--- config.mk ---
export PLATFORM = sky130hd
export DESIGN_NAME = jetc_ctrl
export DESIGN_NICKNAME = d
export VERILOG_FILES = /design/src/rtl/core/jetc_pkg.sv /design/src/rtl/core/jetc_ctrl.sv
export SDC_FILE = /design/constraint.sdc
export NUM_CORES = 1
export LEC_CHECK = 0
export BUFFER_PORTS_ARGS = -buffer_cell sky130_fd_sc_hd__buf_2
export CAP_MARGIN = 20
export CORE_AREA = 2 2 39 41
export DETAILED_ROUTE_END_ITERATION = 12
export DIE_AREA = 0 0 41 43
export PLACE_DENSITY = 0.3
export SLEW_MARGIN = 15
export SYNTH_ARGS = -nofsm -noshare
export SYNTH_HDL_FRONTEND = slang
export SYNTH_SLANG_ARGS = --single-unit
--- constraint.sdc ---
create_clock -name clk -period 2.9 [get_ports clk]
set_input_delay 0.145 -clock clk [delete_from_list [all_inputs] [get_ports clk]]
set_output_delay 0.145 -clock clk [all_outputs]
set_load 0.01 [all_outputs]
--- src/rtl/core/jetc_pkg.sv ---
// Shared types and constants for the Julia escape-time counter.
// No dependencies; compiled first.
package jetc_pkg;

  localparam int DATA_W    = 32;  // Q3.28 coordinate and constant width
  localparam int PROD_W    = 2 * DATA_W;
  localparam int ITER_W    = 16;  // iteration limit width
  localparam int CFG_W     = 32;
  localparam int CFG_IDX_W = 2;

  localparam logic [DATA_W-1:0] C_RESET      = '0;
  localparam logic [ITER_W-1:0] MAX_IT_RESET = 16'd1000;
  localparam logic [DATA_W-1:0] ESC_RESET    = 32'd1073741824;  // 4.0, radius 2.0

  localparam logic signed [DATA_W-1:0] SMAX = {1'b0, {(DATA_W-1){1'b1}}};
  localparam logic signed [DATA_W-1:0] SMIN = {1'b1, {(DATA_W-1){1'b0}}};

  typedef enum logic [CFG_IDX_W-1:0] {
    CFG_C_REAL    = 2'd0,
    CFG_C_IMAG    = 2'd1,
    CFG_MAX_ITER  = 2'd2,
    CFG_ESC_LIMIT = 2'd3
  } cfg_idx_t;

  // Controller to datapath
  typedef struct packed {
    logic load;     // capture new starting point, clear count
    logic mult;     // register the three products
    logic step;     // commit z = z*z + c, count++
    logic publish;  // copy count to result register
  } cmd_t;

  // Datapath to controller
  typedef struct packed {
    logic keep_going;  // below limit, not saturated, inside radius
  } stat_t;

endpackage

--- src/rtl/core/jetc_ctrl.sv ---
// Sequencer for the escape-time loop: handshakes and datapath commands.
// Depends on jetc_pkg.
module jetc_ctrl (
  input  logic            clk,
  input  logic            rst,
  input  logic            in_valid,
  output logic            in_ready,
  output logic            out_valid,
  input  logic            out_ready,
  input  jetc_pkg::stat_t stat,
  output jetc_pkg::cmd_t  cmd
);
  import jetc_pkg::*;

  typedef enum logic [1:0] {
    S_IDLE,
    S_MUL,
    S_EVAL,
    S_FINISH
  } state_t;

  state_t state;

  always_comb begin
    cmd      = '0;
    in_ready = (state == S_IDLE);
    case (state)
      S_IDLE:   cmd.load    = in_valid;
      S_MUL:    cmd.mult    = 1'b1;
      S_EVAL:   cmd.step    = stat.keep_going;
      S_FINISH: cmd.publish = !out_valid || out_ready;
      default:  cmd         = '0;
    endcase
  end

  always_ff @(posedge clk) begin
    if (rst) begin
      state     <= S_IDLE;
      out_valid <= 1'b0;
    end else begin
      if (cmd.publish) begin
        out_valid <= 1'b1;
      end else if (out_ready) begin
        out_valid <= 1'b0;
      end
      case (state)
        S_IDLE: begin
          if (in_valid) begin
            state <= S_MUL;
          end
        end
        S_MUL:  state <= S_EVAL;
        S_EVAL: state <= stat.keep_going ? S_MUL : S_FINISH;
        S_FINISH: begin
          if (!out_valid || out_ready) begin
            state <= S_IDLE;
          end
        end
        default: state <= S_IDLE;
      endcase
    end
  end

`ifndef NO_ASSERTIONS
  // never overwrite a result still waiting
  a_no_overwrite: assert property (@(posedge clk) disable iff (rst)
    cmd.publish |-> (!out_valid || out_ready))
    else $error("result overwritten while pending");

  // a new result only comes out of the finish step
  a_rise_from_finish: assert property (@(posedge clk) disable iff (rst)
    $rose(out_valid) |-> $past(state) == S_FINISH)
    else $error("result raised outside finish");

  // an accepted point always goes straight to the multiply step
  a_load_to_mul: assert property (@(posedge clk) disable iff (rst)
    (in_valid && in_ready) |=> (state == S_MUL))
    else $error("accepted point did not start");
`endif

endmodule

* Word level (Yosys, flattened, before mapping) *
Cells that the tools add are included.

cells by class
  equality and inequality tests = 5
  mux-type cells = 10
  reduce and logical (&&, ||, !) cells = 5

operators by type and width
  cell                                            number
  one-hot mux 2 bit (4 select lines)              1
  two-way mux 1 bit                               6
  two-way mux 2 bit                               3
  == test 2 bit (second input constant)           2
  != test 2 bit (second input constant)           2
  == test 2 x 1 -> 1 bit (second input constant)  1
  logical NOT 2 bit                               1
  AND reduction 2 bit                             1
  nonzero test 2 bit                              1
  logical NOT 1 bit                               1
  logical OR 1 bit                                1

word-level totals
  bits in registers = 3
  bits of input ports = 5
  output and inout port bits = 6
  logic and storage cells = 22

* Logic depth before layout (Yosys ltp) *
  word-level depth = 4
  gate-level depth with buffers = 3
  gate-level depth less buffers = 3

* Worst setup path before layout *
Ideal clock, no wire load.

  path kind = flip-flop to flip-flop
  start point = reg state[1]
  end point = reg state[1]
  setup time = 70 ps
  arrival = 900 ps
  data required time = 2830 ps
  setup slack = 1930 ps
  stages on the path, launching flop included = 4
  buffers on the path = 0
  clock period less this slack = 970 ps
  cells stage by stage = dfxtp_1 inv_2 or3_1 a21oi_1

between the ends
  cells in the longest elaborated chain, start to end = 3
  elaborated cells between the ends (all ways) = 8
  classes of those cells = 5 x eq/ne; 1 x mux; 2 x reduce/logical

ends and longest elaborated chain
  what                                                       line             text
  start: declaration                                         jetc_ctrl.sv:22  state_t state;
  start signal: assignment                                   jetc_ctrl.sv:53  S_EVAL: state <= stat.keep_going ? S_MUL : S_FINISH;
  == test 2 bit / logical NOT 2 bit (equally long branches)  jetc_ctrl.sv:46  case (state)
  != test 2 bit (no line)                                    --
  AND reduction 2 bit (no line)                              --

Several ways; a longest one is shown, not always the timed one.
A chain may end at the register's enable or synchronous reset.

==> summary.md <==
| Metric | Value |
|---|---|
| Status | `finished clean` |
| Sequential fraction of the synthesis area | `approximately 41%` |
| Synthesized area | `~150 µm²` |
| Largest family of logic cells by synthesized area | `simple AND/OR/NAND/NOR gates` |
| Layout area overhead | `66.4%` |
| Rel. slew slack | `just over 80%` |
| Max-cap violations | `0` |
| Clock Skews | `0.00240 ns` |
| CP arrival | `1.04 ns` |
| Unrepaired setup endpoints after global routing | `no` |
| Fin crit period | `approximately 1.2 ns` |
| DRC violations left | `0` |
| CP required | `approximately 2.8 ns` |
| Cell area power density | `580 nW/µm²` |
| Die W | `just over 40 µm` |
| Clock power frac | `53.5%` |
| Die height | `43 µm` |
| Final #Nets | `39` |
| Sequential Area | `between 60 and 70 µm²` |
| Met2 GRT Util | `under 10%` |
| Area occupied by multi-input gates | `a little over 80 µm²` |
| Post-synth top area cell | `dfxtp_1` |
| Slowest stage cell, crit path | `dfxtp_1` |
| Flop pwr share | `about a third` |
| Setup_tns | `0 ns` |
| # resized after CTS | `0` |
| Slew @ Worst Pin | `0.263 ns` |
| Tot Pwr | `0.000140 W` |
| GR Layer Usage met1 | `roughly 6.4%` |
| Max Fanout on Critical Path | `7` |
| XOR/XNOR share of the synthesized area | `0%` |
| WL final | `approximately 370 µm` |
| Ys Warns | `0` |
| Crit path largest cell delay | `about 0.42 ns` |
| Starting Density | `approximately a tenth` |
| Initial antenna violation count | `0` |
| #FFs+latches synth | `3` |
| Sw Ratio | `between 20% and 30%` |
| Worst skew pair latency | `about 0.23 ns` |
| Post-synthesis cell count | `19` |
| Die area | `approximately 1800 µm²` |
| Setup Viol. Count Final | `0` |
| CTS Buf Count | `3` |
| Internal Pwr Total | `0.000105 W` |
| Crit path kind | `flip-flop to primary output` |
| Largest net degree at the start of global routing | `9` |
| DRT antenna net count | `0` |
| Simple-gate share of the synthesized area | `37.1%` |
| Final worst setup slack | `~1.7 ns` |
| GRT Util Overall | `between 5 and 6%` |
| Pre-antenna DRT Iters | `4` |
| Final core utilization | `between 10% and 20%` |
| Initial DRC Count | `1` |
| Compound-Gate Fraction of Synth Area | `between 10% and 20%` |
| IO Pins | `11` |
| Peak supply drop | `approximately 0.11 mV` |
| # rows | `14` |
| Post-DP HPWL | `between 200 and 300 µm` |
| Synth Area in Adders | `0%` |
| Fin crit share | `between 40 and 50%` |
| Total global routing overflow | `0` |
| First-pass GRT wire length | `approximately 570 µm` |
| Hold_ws | `roughly 0.099 ns` |
| Via count | `around 170` |
| H-tree levels | `1` |
| Port bufs | `10` |
| Fraction of registers with async set/reset | `0%` |
| Post-Syn Nets | `24` |
| Syn avg cell area | `7.64 µm²` |
| Share of the synthesized area in the top cell type | `between 40% and 50%` |
| Met3 GRT Util | `3.14%` |
| # fillers | `~160` |
| Synth top area cells | `dfxtp_1, a21oi_1, nor2_1` |
| Setup WS pre-CTS | `roughly 1.9 ns` |
| Worst-path clk slew | `roughly 0.04 ns` |
| Routability Congestion | `around 0.59` |
| CTS Root Cell | `clkbuf_4` |
| Combinational power share | `a little over an eighth` |
| Fmax | `841 MHz` |
| CTS tree | `yes` |
| Slew Limit Fails | `0` |
| Share of cells above drive strength 1 | `45.5%` |
| CP startpoint kind | `flip-flop` |
| Top FF cell, synth | `dfxtp_1` |
| Vias in the first global route | `147` |
| Worst reg2reg setup slack | `1.86 ns` |
| Leakage power | `around 0.11 nW` |
| Ant diodes | `0` |
| Worst Setup End Kind | `primary output` |
| Core ar. | `1380 µm²` |
| Most used routing layer | `met4` |
| CP cell instances | `inv_2, nor3b_1, buf_2` |
| Number of synthesized flops with an enable pin | `0` |
| Top cells by count, synth | `a21oi_1, dfxtp_1, nor2_1` |
| Hold Path Class | `input port to flip-flop` |
| CTS hold repair buffers | `0` |
| P_sw | `0.0000350 W` |
| Synth cell types | `12` |
| Multiplexer area fraction after synthesis | `0%` |
| CTS Sinks | `3` |
| Setup bufs post-CTS | `0` |
| Count of final hold-check violations | `0` |
| Routed wire per std cell | `~7.5 µm` |
| Clock Tree Buf Depth | `2` |
| Via density | `3.37` |
per-layer routing:
layer | wire length [µm] | part of all wire (%) | vias up
li1 | - | - | 90
met1 | 168 | 46 | 60
met2 | 113 | 31 | 11
met3 | 61 | 17 | 4
met4 | 22 | 6.0 | 0
met5 | 0 | 0 | -
power by group through the flow:
| stage | Sequential, W | Clock, W | Combinational (W) |
|---|---|---|---|
| after floorplan | 0.0000471 | 0 | 0.00000989 |
| after global placement | 0.0000475 | 0 | 0.0000185 |
| after detailed placement | 0.0000476 | 0 | 0.0000184 |
| after CTS | 0.0000470 | 0.0000771 | 0.0000185 |
| after global routing | 0.0000475 | 0.0000799 | 0.0000206 |
| final | 0.0000470 | 0.0000749 | 0.0000182 |
kinds of logic (layout without fill, tap and decap cells):
family	count (synthesis)	after routing
simple gates	10	10
compound gates	5	5
flops	3	3
buf+inv	1	15
stage by stage:
step	cell area (µm²)	std cells
global route	241	49
global placement	215	45
CTS	241	49
detailed placement	215	45
floorplan	145	19
finish	241	49
sequential cells by signal, summed over array words and instances, names as in the netlist:
register   cells
state          2
out_valid      1
critical path, delay by kind of cell (launching register included):
kind | cells | cell delay [ns]
DFF | 1 | 0.42
buffers and inverters | 2 | 0.21
and+or+nand+nor | 1 | 0.17
cell usage in the layout (no fill, tap or decap):
cell type	Yosys	routed
and2b_2	1	1
dfxtp_1	3	3
inv_2	1	1
buf_2	0	10
nor2_1	3	3
clkbuf_4	0	3
nor3b_1	1	1
or3_1	1	1
clkbuf_1	0	1
nor2b_1	1	1
o21bai_1	1	1
o21ai_0	1	1
a21oi_1	3	3
nand2_1	2	2
and2_1	1	1
layout make-up:
| class | count | area share [%] |
|---|---|---|
| flip-flops and latches | 3 | 24.9 |
| inverters | 1 | 1.55 |
| well taps | 16 | 8.29 |
| multi-input cells | 15 | 33.7 |
| repair buffers | 10 | 20.7 |
| clock buffers | 4 | 10.9 |
final timing paths:
| check | start | endpoint | cells after the start |
|---|---|---|---|
| setup reg to reg | state[1] | state[1] | 3 |
| setup / recovery | state[1] | cmd[1] | 3 |
| hold / removal | rst | state[1] | 2 |
| hold reg to reg | state[1] | state[0] | 2 |
No activity file was read; power rests on OpenSTA's default activity.
